File: src/rtl/ksa_pkg.sv
`timescale 1ns / 1ps
`default_nettype none

package ksa_pkg;

	// Field widths of one command and one result.
	localparam int DATA_W   = 32;
	localparam int SID_W    = 3;
	localparam int STATUS_W = 2;

	// Operation codes on func.
	localparam logic FUNC_PUSH = 1'b0;
	localparam logic FUNC_POP  = 1'b1;

	// Result status codes.
	localparam logic [STATUS_W-1:0] ST_DONE     = 2'd0;
	localparam logic [STATUS_W-1:0] ST_OVERFLOW = 2'd1;
	localparam logic [STATUS_W-1:0] ST_EMPTY    = 2'd2;
	localparam logic [STATUS_W-1:0] ST_BADSTACK = 2'd3;

	// Enables of the slot store for one cycle.
	typedef struct packed {
		logic rd_en;
		logic wr_link_en;
		logic wr_data_en;
	} slot_ctl_t;

endpackage

`default_nettype wire

File: src/rtl/k_stacks_shared_array_core.sv
`timescale 1ns / 1ps
`default_nettype none

// Channel   Handshake                 Payload
// command   start in, busy out        func, stack_id, push_value
// result    done out (one cycle)      pop_value, status
//
// A command is transferred when start is high and busy is low.
// A push, a failed pop or a bad stack number reads the top store and the free-list
// link, then writes back. A successful pop also reads the slot store, since it can
// only be read once the top is known, before writing back. done is registered and
// rises as the block returns to idle, so the next command can be transferred while done is high.
// Reset is asynchronous and immediate; the free list starts from a fill count,
// so no clearing pass is needed. The receiver cannot stall results.

module k_stacks_shared_array_core #(
	parameter int CAPACITY    = 16,
	parameter int STACK_COUNT = 8
) (
	input  wire                             clk,
	input  wire                             arst_n,
	input  wire                             start,
	output logic                            busy,
	input  wire                             func,
	input  wire  [ksa_pkg::SID_W-1:0]       stack_id,
	input  wire  signed [ksa_pkg::DATA_W-1:0] push_value,
	output logic                            done,
	output logic signed [ksa_pkg::DATA_W-1:0] pop_value,
	output logic [ksa_pkg::STATUS_W-1:0]    status
);
	import ksa_pkg::*;

	localparam int SW = $clog2(CAPACITY);
	localparam int LW = $clog2(CAPACITY + 1);
	localparam int NW = (STACK_COUNT > 1) ? $clog2(STACK_COUNT) : 1;
	localparam logic [LW-1:0] NIL = LW'(CAPACITY);

	localparam logic [1:0] S_IDLE = 2'd0;
	localparam logic [1:0] S_TOP  = 2'd1;
	localparam logic [1:0] S_POP  = 2'd2;

	logic [1:0]        state_q;
	logic              func_q;
	logic              bad_q;
	logic [NW-1:0]     sid_q;
	logic [DATA_W-1:0] value_q;
	logic [LW-1:0]     pop_slot_q;
	logic [LW-1:0]     free_head_q;
	logic [LW-1:0]     fill_q;
	logic              done_q;
	logic [DATA_W-1:0] pop_value_q;
	logic [STATUS_W-1:0] status_q;

	logic              accept;
	logic [NW-1:0]     sid_in;
	logic              bad_in;
	logic [LW-1:0]     top_val;
	logic              top_rd_en;
	logic              top_wr_en;
	logic [LW-1:0]     top_wr_val;
	slot_ctl_t         slot_ctl;
	logic [SW-1:0]     slot_rd_addr;
	logic [SW-1:0]     slot_wr_addr;
	logic [LW-1:0]     slot_wr_link;
	logic [LW-1:0]     link_rdata;
	logic [DATA_W-1:0] data_rdata;
	logic              fh_valid;
	logic              fh_fresh;
	logic              top_valid;
	logic [LW-1:0]     next_free;
	logic              pop_go;
	logic              push_go;

	assign busy   = (state_q != S_IDLE);
	assign accept = start && !busy;
	assign sid_in = NW'(stack_id);
	assign bad_in = (32'(stack_id) >= 32'(STACK_COUNT));

	// A free-list head at or past the fill count was never used; its link is implied.
	assign fh_valid  = (free_head_q < NIL);
	assign fh_fresh  = (free_head_q >= fill_q);
	assign next_free = fh_fresh ? (free_head_q + LW'(1)) : link_rdata;
	assign top_valid = (top_val < NIL);

	// Outcome decided in S_TOP.
	assign push_go = !bad_q && (func_q == FUNC_PUSH) && fh_valid;
	assign pop_go  = !bad_q && (func_q == FUNC_POP) && top_valid;

	// Memory port control per state.
	always_comb begin
		top_rd_en    = 1'b0;
		top_wr_en    = 1'b0;
		top_wr_val   = link_rdata;
		slot_ctl     = '0;
		slot_rd_addr = free_head_q[SW-1:0];
		slot_wr_addr = free_head_q[SW-1:0];
		slot_wr_link = top_val;
		case (state_q)
			S_IDLE: begin
				top_rd_en        = accept;
				slot_ctl.rd_en   = accept;
			end
			S_TOP: begin
				if (!bad_q) begin
					if (func_q == FUNC_PUSH) begin
						if (fh_valid) begin
							slot_ctl.wr_link_en = 1'b1;
							slot_ctl.wr_data_en = 1'b1;
							top_wr_en           = 1'b1;
							top_wr_val          = free_head_q;
						end
					end else begin
						slot_ctl.rd_en = top_valid;
						slot_rd_addr   = top_val[SW-1:0];
					end
				end
			end
			S_POP: begin
				top_wr_en           = 1'b1;
				top_wr_val          = link_rdata;
				slot_ctl.wr_link_en = 1'b1;
				slot_wr_addr        = pop_slot_q[SW-1:0];
				slot_wr_link        = free_head_q;
			end
			default: begin
				top_rd_en = 1'b0;
			end
		endcase
	end

	// Sequencer, free-list head and fill count.
	always_ff @(posedge clk or negedge arst_n) begin
		if (!arst_n) begin
			state_q     <= S_IDLE;
			free_head_q <= '0;
			fill_q      <= '0;
			done_q      <= 1'b0;
		end else begin
			case (state_q)
				S_IDLE: begin
					done_q <= 1'b0;
					if (accept) begin
						state_q <= S_TOP;
					end
				end
				S_TOP: begin
					state_q <= pop_go ? S_POP : S_IDLE;
					done_q  <= !pop_go;
					if (push_go) begin
						free_head_q <= next_free;
						if (fh_fresh) begin
							fill_q <= fill_q + LW'(1);
						end
					end
				end
				S_POP: begin
					state_q     <= S_IDLE;
					done_q      <= 1'b1;
					free_head_q <= pop_slot_q;
				end
				default: begin
					state_q <= S_IDLE;
					done_q  <= 1'b0;
				end
			endcase
		end
	end

	// Command capture and result payload.
	always_ff @(posedge clk) begin
		if (accept) begin
			func_q  <= func;
			bad_q   <= bad_in;
			sid_q   <= sid_in;
			value_q <= push_value;
		end
		case (state_q)
			S_TOP: begin
				pop_slot_q  <= top_val;
				pop_value_q <= '0;
				if (bad_q) begin
					status_q <= ST_BADSTACK;
				end else if (func_q == FUNC_PUSH) begin
					status_q <= fh_valid ? ST_DONE : ST_OVERFLOW;
				end else begin
					status_q <= top_valid ? ST_DONE : ST_EMPTY;
				end
			end
			S_POP: begin
				pop_value_q <= data_rdata;
				status_q    <= ST_DONE;
			end
			default: begin
				pop_slot_q <= pop_slot_q;
			end
		endcase
	end

	assign done      = done_q;
	assign pop_value = pop_value_q;
	assign status    = status_q;

	ksa_top_mem #(
		.CAPACITY    (CAPACITY),
		.STACK_COUNT (STACK_COUNT)
	) u_top_mem (
		.clk     (clk),
		.arst_n  (arst_n),
		.rd_en   (top_rd_en),
		.rd_addr (sid_in),
		.wr_en   (top_wr_en),
		.wr_addr (sid_q),
		.wr_top  (top_wr_val),
		.rdata   (top_val)
	);

	ksa_slot_mem #(
		.CAPACITY (CAPACITY)
	) u_slot_mem (
		.clk        (clk),
		.ctl        (slot_ctl),
		.rd_addr    (slot_rd_addr),
		.wr_addr    (slot_wr_addr),
		.wr_link    (slot_wr_link),
		.wr_data    (value_q),
		.link_rdata (link_rdata),
		.data_rdata (data_rdata)
	);

endmodule

`default_nettype wire

File: src/rtl/ksa_slot_mem.sv
`timescale 1ns / 1ps
`default_nettype none

module ksa_slot_mem #(
	parameter int CAPACITY = 16
) (
	input  wire                                           clk,
	input  wire ksa_pkg::slot_ctl_t                       ctl,
	input  wire  [$clog2(CAPACITY)-1:0]                   rd_addr,
	input  wire  [$clog2(CAPACITY)-1:0]                   wr_addr,
	input  wire  [$clog2(CAPACITY+1)-1:0]                 wr_link,
	input  wire  [ksa_pkg::DATA_W-1:0]                    wr_data,
	output logic [$clog2(CAPACITY+1)-1:0]                 link_rdata,
	output logic [ksa_pkg::DATA_W-1:0]                    data_rdata
);
	import ksa_pkg::*;

	localparam int LW = $clog2(CAPACITY + 1);

	logic [LW-1:0]     link_mem [CAPACITY];
	logic [DATA_W-1:0] data_mem [CAPACITY];
	logic [LW-1:0]     link_rd_q;
	logic [DATA_W-1:0] data_rd_q;

	// Link store: one write port, one registered read port.
	always_ff @(posedge clk) begin
		if (ctl.wr_link_en) begin
			link_mem[wr_addr] <= wr_link;
		end
		if (ctl.rd_en) begin
			link_rd_q <= link_mem[rd_addr];
		end
	end

	// Data store: same addressing as the link store.
	always_ff @(posedge clk) begin
		if (ctl.wr_data_en) begin
			data_mem[wr_addr] <= wr_data;
		end
		if (ctl.rd_en) begin
			data_rd_q <= data_mem[rd_addr];
		end
	end

	assign link_rdata = link_rd_q;
	assign data_rdata = data_rd_q;

endmodule

`default_nettype wire

File: src/rtl/ksa_top_mem.sv
`timescale 1ns / 1ps
`default_nettype none

module ksa_top_mem #(
	parameter int CAPACITY    = 16,
	parameter int STACK_COUNT = 8
) (
	input  wire                                                       clk,
	input  wire                                                       arst_n,
	input  wire                                                       rd_en,
	input  wire  [((STACK_COUNT > 1) ? $clog2(STACK_COUNT) : 1)-1:0]  rd_addr,
	input  wire                                                       wr_en,
	input  wire  [((STACK_COUNT > 1) ? $clog2(STACK_COUNT) : 1)-1:0]  wr_addr,
	input  wire  [$clog2(CAPACITY+1)-1:0]                             wr_top,
	output logic [$clog2(CAPACITY+1)-1:0]                             rdata
);
	import ksa_pkg::*;

	localparam int LW = $clog2(CAPACITY + 1);
	localparam logic [LW-1:0] NIL = LW'(CAPACITY);

	logic [LW-1:0]          top_mem [STACK_COUNT];
	logic [STACK_COUNT-1:0] vld_q;
	logic [LW-1:0]          rdata_q;
	logic                   rd_vld_q;

	// Top-of-stack store with a registered read.
	always_ff @(posedge clk) begin
		if (wr_en) begin
			top_mem[wr_addr] <= wr_top;
		end
		if (rd_en) begin
			rdata_q <= top_mem[rd_addr];
		end
	end

	// Valid bits: a stack never written since reset is empty.
	always_ff @(posedge clk or negedge arst_n) begin
		if (!arst_n) begin
			vld_q    <= '0;
			rd_vld_q <= 1'b0;
		end else begin
			if (wr_en) begin
				vld_q[wr_addr] <= 1'b1;
			end
			if (rd_en) begin
				rd_vld_q <= vld_q[rd_addr];
			end
		end
	end

	assign rdata = rd_vld_q ? rdata_q : NIL;

endmodule

`default_nettype wire
File: config.mk
export PLATFORM = sky130hd
export DESIGN_NAME = k_stacks_shared_array_core
export DESIGN_NICKNAME = d
export VERILOG_FILES = /design/src/rtl/ksa_pkg.sv /design/src/rtl/k_stacks_shared_array_core.sv /design/src/rtl/ksa_slot_mem.sv /design/src/rtl/ksa_top_mem.sv
export SDC_FILE = /design/constraint.sdc
export NUM_CORES = 1
export LEC_CHECK = 0
export BUFFER_PORTS_ARGS = -buffer_cell sky130_fd_sc_hd__buf_2
export CAP_MARGIN = 20
export CORE_UTILIZATION = 45
export DETAILED_ROUTE_END_ITERATION = 6
export SETUP_SLACK_MARGIN = 0.15
export SLEW_MARGIN = 20
export SYNTH_ARGS = -nofsm -noshare
export SYNTH_HDL_FRONTEND = slang
export SYNTH_SLANG_ARGS = --single-unit
File: constraint.sdc
create_clock -name clk -period 3.9 [get_ports clk]
set_clock_uncertainty 0.1 [all_clocks]
set_input_delay 0.78 -clock clk [delete_from_list [all_inputs] [get_ports clk]]
set_output_delay 0.78 -clock clk [all_outputs]
set_load 0.01 [all_outputs]
**Word level (Yosys, flattened, before mapping)**

Memories as Yosys holds them, arrays and structs flattened. A register that Yosys moved wholly into a read port is not among the register bits.
Cells that the tools add are included.

- Bits in writable memories: 632
- Logic and storage cells: 80
- Bits of input ports: 39
- Output and inout bits: 36
- Flip-flop bits (word level): 97
- Memories kept: 3

- Reduce and logical (&&, ||, !) cells: 11
- Eq/ne operators: 4
- Add/sub/neg operators: 2
- Bitwise operators: 2
- Multiplexer cells: 40
- Magnitude comparators: 6

Memories:

| name | depth | bits a word | rd ports | clocked after memory_dff | write ports | line | source |
|---|---|---|---|---|---|---|---|
| u_slot_mem.data_mem | 16 | 32 | 1 | 1 | 1 | ksa_slot_mem.sv:21 | `logic [DATA_W-1:0] data_mem [CAPACITY];` |
| u_slot_mem.link_mem | 16 | 5 | 1 | 1 | 1 | ksa_slot_mem.sv:20 | `logic [LW-1:0] link_mem [CAPACITY];` |
| u_top_mem.top_mem | 8 | 5 | 1 | 1 | 1 | ksa_top_mem.sv:22 | `logic [LW-1:0] top_mem [STACK_COUNT];` |

Operators with widths:

| cell | number |
|---|---|
| one-hot mux 32 bit (2 select lines) | 1 |
| two-way mux 5 bit | 7 |
| two-way mux 1 bit | 14 |
| two-way mux 2 bit | 6 |
| two-way mux 4 bit | 3 |
| adder 5 x 1 -> 5 bit (second input constant) | 2 |
| less-than comparator 5 bit (second input constant) | 2 |
| one-hot mux 5 bit (2 select lines) | 1 |
| less-than comparator 3 x 4 -> 1 bit (second input constant) | 2 |
| bitwise OR 8 bit | 1 |
| one-hot mux 1 bit (2 select lines) | 4 |
| one-hot mux 2 bit (2 select lines) | 2 |
| greater-or-equal comparator 5 bit | 1 |
| logical AND 1 bit | 4 |
| inequality test 2 bit (second input constant) | 2 |
| nonzero test 2 bit | 2 |
| binary-select mux 1 bit (select 3 bit) | 1 |
| demux 1 bit (select 3 bit) | 1 |
| greater-or-equal comparator 3 x 1 -> 1 bit (second input constant) | 1 |
| AND reduction 3 bit | 1 |
| equality test 2 x 1 -> 1 bit (second input constant) | 1 |
| equality test 2 bit (second input constant) | 1 |
| logical NOT 1 bit | 2 |
| logical NOT 2 bit | 1 |
| 2 further kinds | 2 |

**Depth between registers and ports, before layout**

Gate-level depths: netlist of run 1.

- Depth in word-level cells: 6
- Mapped depth: 12
- Mapped depth without buffers: 8

**By module**

Synthesis of run 1 repeated with hierarchy kept, for this count alone.

- Cell total of the unflattened synthesis: 1,325
- Area, all modules: 29,161.7 µm²

Modules (own cells, without submodules):

| module | sequential area each (µm²) | times used | cells each | area an instance (µm²) |
|---|---|---|---|---|
| ksa_slot_mem | 18,888.1 | 1 | 988 | 23,412.5 |
| k_stacks_shared_array_core | 2,577.5 | 1 | 231 | 3,602.2 |
| ksa_top_mem | 1,576.5 | 1 | 106 | 2,147.1 |

**Worst setup path before layout of run 1**

Ideal clock, no wire load.

- Path type: reg-to-reg
- From: register state_q[1]
- To: memory u_slot_mem.data_mem[13][0] (enable)
- Data arrival time: 3,039 ps
- Path buffers: 1
- Setup slack: 340 ps
- Setup time: 421 ps
- Data required time: 3,379 ps
- Clock period less this slack: 3,560 ps
- Stages on the path, launching flop included: 7
- Cell sequence: dfrtp_1 > inv_1 > ha_1 > buf_4 > nor3b_1 > or2b_1 > nor2_1

- Word-level cells in the longest chain between the ends: 4
- Elaborated cells on any way between the ends: 6
- Classes of those cells: 2 x eq/ne; 4 x mux

Ends and longest elaborated chain:

| what | line | source |
|---|---|---|
| start: declaration | k_stacks_shared_array_core.sv:42 | `logic [1:0] state_q;` |
| start signal: assignment | k_stacks_shared_array_core.sv:147 | `state_q <= pop_go ? S_POP : S_IDLE;` |
| equality test 2 x 1 -> 1 bit | k_stacks_shared_array_core.sv:98 | `case (state_q)` |
| two-way mux 1 bit | k_stacks_shared_array_core.sv:98 |  |
| two-way mux 1 bit | ksa_slot_mem.sv:37 | `if (ctl.wr_data_en) begin` |
| two-way mux 1 bit (not written as such) | ksa_slot_mem.sv:38 | `data_mem[wr_addr] <= wr_data;` |
| end: declaration | ksa_slot_mem.sv:21 |  |

Several ways; a longest one is shown, not always the timed one.

**Final worst setup path of run 1**

- From: register state_q[0]
- To: memory u_slot_mem.data_mem[14][27] (enable)

The elaborated chain is that of the path after synthesis.

==> impl_summary.log, run 1 <==
[metrics] die width: 261.7 um
[metrics] Synth Cell Area: 0.03035 mm2
[metrics] clock input transition at the sequential cells of the worst setup and hold paths: ~60 ps
[metrics] maximum single-stage delay on the critical path: between 400 and 500 ps
[metrics] data arrival time at the worst-slack endpoint: 3310 ps
[metrics] P per Cell Area: approximately 780 mW/mm2
[metrics] area inside the core boundary: 0.06622 mm2
[metrics] peak supply drop: about 0.00074 V
[metrics] maximum number of pins on one net before global-route repair: approximately 120
[metrics] Final GP Congestion: between 0.8 and 0.9
[metrics] headroom to the max-slew limit: a little over a quarter
[metrics] antenna violations before repair: 1
[metrics] Worst Setup End Kind: register
[metrics] average detailed-routed wire length per instance: around 23 um
[metrics] Clk Tree Root Cell: clkbuf_16
[metrics] cell count after placement: slightly below 3000
[metrics] clock tree from TritonCTS: yes
[metrics] Distinct cells, synth: 52
[metrics] relative area change from synthesis to final layout: 14.26%
[metrics] leak pwr: around 0.012 uW
[metrics] standard-cell rows: 94
[metrics] Worst Path Class, Setup: reg2reg
[metrics] # Post-CTS Setup Buffers: 0
[metrics] sum of routed wire length over all layers: roughly 70 mm
[metrics] IO buf count: between 70 and 80
[metrics] Highest Clock Rate: roughly 0.32 GHz
[metrics] depth of the worst register-to-register path: 7
[metrics] CTS HTree Levels: 3
[metrics] required time of the worst setup path: 4080 ps
[metrics] number of optimization iterations in the first detailed-route pass: 6
[metrics] Inserted Diodes: 0
[metrics] max-cap viol count: 0
[metrics] unrepaired setup endpoints after global routing: false
[metrics] nets@finish: approximately 2200
[metrics] count of flip-flops with a built-in enable after synthesis: about 750
[metrics] I/O pins: 75
[metrics] maximum fanout along the worst path: 20
[metrics] post-detailed-route count of antenna-violating nets: 0
[metrics] ordered cell list for the critical path: inv_1, ha_2, nand2_1, o32a_1, or2b_1, nor2_4, buf_4
[metrics] setup TNS after final layout: 0 ps
[metrics] type of element launching the critical path: register
[metrics] Inserted Clock Buffers: between 80 and 90
[metrics] standard cell with the maximum stage delay on the critical path: nor2_4
[metrics] post-cts gate resize count: 0
[metrics] Switching Share: between 30 and 40%
[metrics] final hold viol count: 0
[metrics] Synth Register Bits: roughly 770
[metrics] leading register cell type out of synthesis: edfxtp_1
[metrics] number of warning messages in the yosys log: 0
[metrics] Net Count, Synth: between 2000 and 2500
[metrics] syn avg cell area: between 10 and 15 um2
[metrics] number of violations reported at the end of detailed-routing iteration 0: 1722
[metrics] Die Area: 0.06849 mm2
[metrics] number of buffers on the longest clock path: 3
[metrics] status: complete, no violations
[metrics] worst min-delay path category: in2async
[metrics] routed via count: between 15000 and 20000
[metrics] setup-violating endpoint count in the final report: 0
[metrics] total overflow reported by the global router: 0
[metrics] Tcrit/Tclk final: between 80 and 90%
[metrics] via count of the first global-routing pass: ~18000
[metrics] internal cell power: ~18000 uW
[metrics] global-route wire length before repair: around 110 mm
[metrics] reg-to-reg setup timing slack: between 700 and 800 ps
[metrics] proportion of layout cells with a drive suffix above 1: 16.88%
[metrics] overall routing resource usage: a little over a fifth
[metrics] area taken by flip-flops and latches: about 0.023 mm2
[metrics] sequential share of the synthesized area: between 70% and 80%
[metrics] power share of the combinational group: between 30% and 40%
[metrics] insertion delay of the later-clocked pin in the worst-skew pair: between 600 and 700 ps
[metrics] Post-Syn Instances: approximately 2000
[metrics] slew of the pin with the lowest slew margin: approximately 1100 ps
[metrics] number of standard cells in the final layout excluding fillers: approximately 3100
[metrics] HPWL Detailed: a little under 40 mm
[metrics] number of sinks handled by clock tree synthesis: 771
[metrics] multi-input combinational cell area: between 0.006 and 0.007 mm2
[metrics] Starting Density: a little under half
[metrics] fillcell total: about 5400
[metrics] min cycle time layout: between 3000 and 4000 ps
[metrics] via density per instance: between 5 and 6
[metrics] Final Max Slew Viols: 0
[metrics] part of the total power dissipated in sequential elements: approximately two fifths
[metrics] net load switching power: approximately 9000 uW
[metrics] Hold Buf Count CTS: 0
[metrics] share of flip-flops with an asynchronous set or reset after synthesis: 2.853%
[metrics] share of total power in the clock network: 28.0%
[metrics] r2r startpoint: state_q[0]
[metrics] end of the worst register-to-register path: u_slot_mem.data_mem[14][27]
[metrics] DRC violation count after routing: 0
[metrics] Die Height: around 260 um
## power by group through the flow
stage	clock [uW]	combinational, uW	sequential (uW)
finish	7590	8410	11100
global route	8040	9130	11200
CTS	7730	8440	11100
detailed placement	0	8390	11300
global placement	0	8290	11200
floorplan	0	5670	11100
## area by class of cell
cell class              count  area share (%)
clock buffers             105           6.404
clock inverters            41           1.137
inverters                  17          0.1840
multi-input cells        1128           19.41
flip-flops and latches    771           66.45
well taps                 864           3.117
repair buffers            142           3.298
## layout by cell type, fill, tap and decap left out, types with 5 or more instances in the layout
| cell | count |
|---|---|
| a211oi_1 | 75 |
| a21oi_1 | 5 |
| a221o_1 | 37 |
| a31o_1 | 22 |
| a31o_2 | 52 |
| a31oi_1 | 78 |
| and2_1 | 33 |
| and3_1 | 148 |
| buf_12 | 19 |
| buf_2 | 75 |
| buf_4 | 46 |
| bufinv_16 | 7 |
| clkbuf_1 | 17 |
| clkbuf_16 | 84 |
| clkinv_1 | 12 |
| clkinv_2 | 15 |
| dfrtp_1 | 22 |
| edfxtp_1 | 749 |
| ha_1 | 8 |
| inv_1 | 17 |
| mux2_2 | 7 |
| mux2i_1 | 5 |
| mux4_2 | 12 |
| nand2_1 | 472 |
| nor2_1 | 30 |
| nor2_4 | 18 |
| nor3_1 | 7 |
| o21ai_0 | 10 |
| o22ai_1 | 37 |
| or2_2 | 11 |
| xnor2_1 | 5 |
## worst max-delay path by stage
stage / start / endpoint / slack [ps] / cells after the start
4_1_cts: state_q[0] / u_slot_mem.data_mem[14][16] / 770 / 7
3_5_place_dp: state_q[0] / u_slot_mem.data_mem[14][16] / 780 / 7
5_1_grt: state_q[0] / u_slot_mem.data_mem[14][24] / 660 / 7
2_1_floorplan: state_q[1] / u_slot_mem.data_mem[13][0] / 340 / 6
6_report: state_q[0] / u_slot_mem.data_mem[14][27] / 770 / 7
3_3_place_gp: state_q[0] / u_slot_mem.data_mem[4][9] / 740 / 6
## synth_stat cells (all sizes together), types with 4 or more instances
| library cell | instances | area, um2 |
|---|---|---|
| a21oi | 5 | 25.02 |
| or2 | 11 | 68.82 |
| and2 | 35 | 221.5 |
| nor2 | 48 | 180.2 |
| mux4 | 12 | 270.3 |
| buf | 73 | 479.2 |
| inv | 17 | 63.81 |
| or2b | 4 | 30.03 |
| mux2 | 7 | 78.83 |
| nand2 | 476 | 1797 |
| nor2b | 4 | 25.02 |
| ha | 10 | 125.1 |
| nor3b | 4 | 30.03 |
| o21ai | 13 | 65.06 |
| mux2i | 6 | 72.57 |
| and3 | 148 | 925.9 |
| nor3 | 7 | 35.03 |
| a31o | 74 | 648.1 |
| dfrtp | 22 | 550.5 |
| a221o | 37 | 370.4 |
| xnor2 | 5 | 43.79 |
| clkbuf | 60 | 225.2 |
| o22ai | 37 | 231.5 |
| a31oi | 78 | 488.0 |
| o21a | 4 | 30.03 |
| a211oi | 75 | 563.0 |
| nand2b | 4 | 25.02 |
| edfxtp | 749 | 22490 |
## critical path, delay by kind of cell, from the launching register on
kind,cells,cell delay (ps)
and+or+nand+nor,3,1020
buffers and inverters,2,520
adders and majority gates,1,420
DFF,1,410
AOI/OAI and AO/OA,1,300
## flip-flops by register name, indices dropped and copies added, names as in the netlist, 2 cells and up
| register | flops |
|---|---|
| u_slot_mem.data_mem | 512 |
| u_slot_mem.link_mem | 80 |
| u_top_mem.top_mem | 40 |
| pop_value | 32 |
| u_slot_mem.data_rdata | 32 |
| value_q | 32 |
| u_top_mem.vld_q | 8 |
| fill_q | 5 |
| free_head_q | 5 |
| pop_slot_q | 5 |
| u_slot_mem.link_rdata | 5 |
| u_top_mem.rdata_q | 5 |
| sid_q | 3 |
| state_q | 2 |
| status | 2 |
## logic make-up (layout without fill, tap and decap cells)
family | after synthesis | after routing | share of synthesized area (%)
AO/OA/AOI/OAI | 336 | 336 | 8.352
XOR/XNOR | 7 | 7 | 0.2020
adder cells (fa/ha/maj) | 10 | 10 | 0.4122
buffers and inverters | 150 | 305 | 2.531
flip-flops | 771 | 771 | 75.92
multiplexers | 25 | 25 | 1.389
AND/OR/NAND/NOR | 750 | 750 | 11.20
## metal layers
metal	global-route usage, %	wire [um]
met2	33.74	33800
met4	6.298	1428
met3	3.144	4380
met1	30.52	32110
met5	0	0
## stage by stage
| stage | setup WS [ps] | util [%] | hold WS [ps] | total power (uW) | cell area, um2 |
|---|---|---|---|---|---|
| 2_1_floorplan | 339.9 | - | 333.7 | 16810 | 30350 |
| 3_3_place_gp | 738.6 | 48.35 | 348.4 | 19540 | 32020 |
| 3_5_place_dp | 783.1 | 48.41 | 351.2 | 19670 | 32060 |
| 4_1_cts | 765.7 | 52.36 | 36.38 | 27290 | 34670 |
| 5_1_grt | 656.6 | 52.37 | 77.31 | 28380 | 34680 |
| 6_report | 773.9 | 52.37 | 45.20 | 27100 | 34680 |
Power figures use the tool's default switching activity.
==> run 2, diff against run 1 <==
- clock period: 3.9 -> 3.1 ns (I/O delays scaled with it)
==> impl_summary.log, run 2 (synthesized netlist as in run 1, its figures left out) <==
[metrics] number of optimization iterations in the first detailed-route pass: 5 (-1)
[metrics] ordered cell list for the critical path: inv_1, ha_2, nand4_4, buf_4, and3_1, a211oi_1, a31o_2, o22ai_1, a221o_1
[metrics] maximum single-stage delay on the critical path: 420 ps (-60 ps)
[metrics] most frequent cells in the layout: 749 x edfxtp_1, 472 x nand2_1, 148 x and3_1, 83 x clkbuf_16, 77 x a31oi_1
[metrics] routed via count: 17880 (+1.7%)
[metrics] Inserted Diodes: 0 (unchanged)
[metrics] reg-to-reg setup timing slack: 200 ps (-580 ps)
[metrics] via count of the first global-routing pass: 17680 (+0.79%)
[metrics] Worst Path Class, Setup: reg2reg
[metrics] clock tree from TritonCTS: yes
[metrics] data arrival time at the worst-slack endpoint: 3170 ps (-140 ps)
[metrics] Highest Clock Rate: 0.3444 GHz (+7.7%)
[metrics] leak pwr: 0.01244 uW (+2.4%)
[metrics] final setup slack of the worst path: 196.4 ps (-577.5 ps)
[metrics] sum of routed wire length over all layers: 74.76 mm (+4.2%)
[metrics] peak supply drop: 0.0005260 V (-29%)
[metrics] nets@finish: 2231 (+1.9%)
[metrics] IO buf count: 74 (unchanged)
[metrics] Die Height: 261.7 um (unchanged)
[metrics] required time of the worst setup path: 3360 ps (-720 ps)
[metrics] standard cell with the maximum stage delay on the critical path: dfrtp_1
[metrics] Clk Tree Root Cell: clkbuf_16
[metrics] average detailed-routed wire length per instance: 24.05 um (+2.9%)
[metrics] min cycle time layout: 2904 ps (-222.5 ps)
[metrics] number of buffers on the longest clock path: 3 (unchanged)
[metrics] Starting Density: 45.84% (unchanged)
[metrics] unrepaired setup endpoints after global routing: false
[metrics] clock input transition at the sequential cells of the worst setup and hold paths: 60 ps (about the same)
[metrics] CTS HTree Levels: 3 (unchanged)
[metrics] max FFs per register: 512 (unchanged)
[metrics] post-placement setup slack: 164.7 ps (-618.5 ps)
[metrics] insertion delay of the later-clocked pin in the worst-skew pair: 620 ps (about the same)
[metrics] setup-violating endpoint count in the final report: 0 (unchanged)
[metrics] most common library cell in the layout ignoring fill and taps: edfxtp_1
[metrics] antenna violations before repair: 0 (-1)
[metrics] largest register by flop count: u_slot_mem.data_mem
[metrics] post-detailed-route count of antenna-violating nets: 0 (unchanged)
[metrics] maximum number of pins on one net before global-route repair: 74 (-37%)
[metrics] setup TNS after final layout: 0 ps (unchanged)
[metrics] Inserted Clock Buffers: 80 (-1.2%)
[metrics] die width: 261.7 um (unchanged)
[metrics] standard-cell rows: 94 (unchanged)
[metrics] I/O pins: 75 (unchanged)
[metrics] Tcrit/Tclk final: 93.66% (+14 points)
[metrics] slew of the pin with the lowest slew margin: 1089 ps (-8.138 ps)
[metrics] total overflow reported by the global router: 0 (unchanged)
[metrics] leading registers by flop count: u_slot_mem.data_mem (512), u_slot_mem.link_mem (80), u_top_mem.top_mem (40)
[metrics] Final Max Slew Viols: 0 (unchanged)
[metrics] DRC violation count after routing: 0 (unchanged)
[metrics] maximum fanout along the worst path: 39 (+95%)
[metrics] relative area change from synthesis to final layout: 16.17%
[metrics] overall routing resource usage: 21.95% (+0.69 points)
[metrics] Die Area: 0.06849 mm2 (unchanged)
[metrics] Final GP Congestion: 0.8130 (+1.4%)
[metrics] proportion of layout cells with a drive suffix above 1: 18.62% (+1.7 points)
[metrics] global-route wire length before repair: 111.8 mm (+2.6%)
[metrics] worst min-delay path category: in2reg
[metrics] headroom to the max-slew limit: 27.35% (+0.64 points)
[metrics] P per Cell Area: 990.5 mW/mm2 (+27%)
[metrics] # Post-CTS Setup Buffers: 0 (unchanged)
[metrics] via density per instance: 5.749 (+0.33%)
[metrics] area inside the core boundary: 0.06622 mm2 (unchanged)
[metrics] final hold viol count: 0 (unchanged)
[metrics] type of element launching the critical path: register
[metrics] max-cap viol count: 0 (unchanged)
[metrics] Worst Setup End Kind: register
[metrics] number of violations reported at the end of detailed-routing iteration 0: 1733 (+0.64%)
[metrics] number of sinks handled by clock tree synthesis: 771 (unchanged)
[metrics] status: complete, no violations
[metrics] HPWL Detailed: 41.66 mm (+5.8%)
[run 2: changes by cell type in the layout (fill, tap and decap cells not counted), moves of 2 or more]
cell,before,now
bufinv_16,7,9
clkbuf_8,4,0
clkinv_2,15,20
o21ai_2,0,2
buf_4,46,66
buf_12,19,41
nor2_2,0,2
inv_6,1,3
clkinvlp_4,4,1
[run 2: worst paths after layout]
path / endpoint / startpoint / cells past startpoint
setup / recovery: u_slot_mem.link_rdata[1] / state_q[1] / 9
hold / removal: value_q[14] / push_value[14] / 1
setup reg to reg: u_slot_mem.link_rdata[1] / state_q[1] / 9
hold reg to reg: u_top_mem.vld_q[7] / u_top_mem.vld_q[7] / 1
max in group asynchronous: fill_q[3] / arst_n / 2
min in group asynchronous: u_top_mem.vld_q[2] / arst_n / 2
[run 2: layout make-up]
| type | count | area (um2) |
|---|---|---|
| clock buffer | 99 | 2137 |
| clock inverter | 46 | 462.9 |
| fill | 5318 | 30960 |
| inverter | 17 | 63.81 |
| multi-input combinational | 1130 | 6777 |
| sequential | 771 | 23040 |
| tap | 864 | 1081 |
| timing repair buffer | 182 | 1697 |
[run 2: through the flow]
stage / area, um2 / hold slack, ps / util (%) / power [uW] / std cells
finish: 35260 / 72.50 / 53.25 / 34930 / 3109
CTS: 35220 / 36.29 / 53.19 / 35020 / 3107
detailed placement: 32610 / 357.7 / 49.24 / 25430 / 2961
global placement: 32610 / 349.0 / 49.24 / 25250 / 2961
global route: 35260 / 42.87 / 53.25 / 36510 / 3109
floorplan: 30400 / 224.4 / - / 21160 / 2049
[run 2: report_power, final]
group / internal [uW] / leakage, uW / switching [uW]
Sequential: 13300 / 0.00710 / 783
Combinational: 4270 / 0.00406 / 7050
Clock: 5650 / 0.00129 / 3890
Total: 23200 / 0.0124 / 11700
[run 2: critical path: cells and delay by family (launching register included)]
kind                       cells  cell delay, ps
AOI/OAI and AO/OA              4             950
buffers and inverters          2             440
and+or+nand+nor                2             440
DFF                            1             420
adders and majority gates      1             280
[run 2: timing repair]
item,4_1_cts,5_1_grt
hold buffers,1,0
endpoints found under the setup margin,2,90
hold endpoints to repair,22,0
pin swaps,0,2
cloned,0,2
resized for setup,2,5
[run 2: routing by layer]
layer,routed length (um),vias to the layer above,GRT usage (%)
met5,0,-,0
met3,4656,107,3.135
met4,1662,0,6.024
li1,-,8067,-
met2,35680,616,35.04
met1,32770,9085,31.59
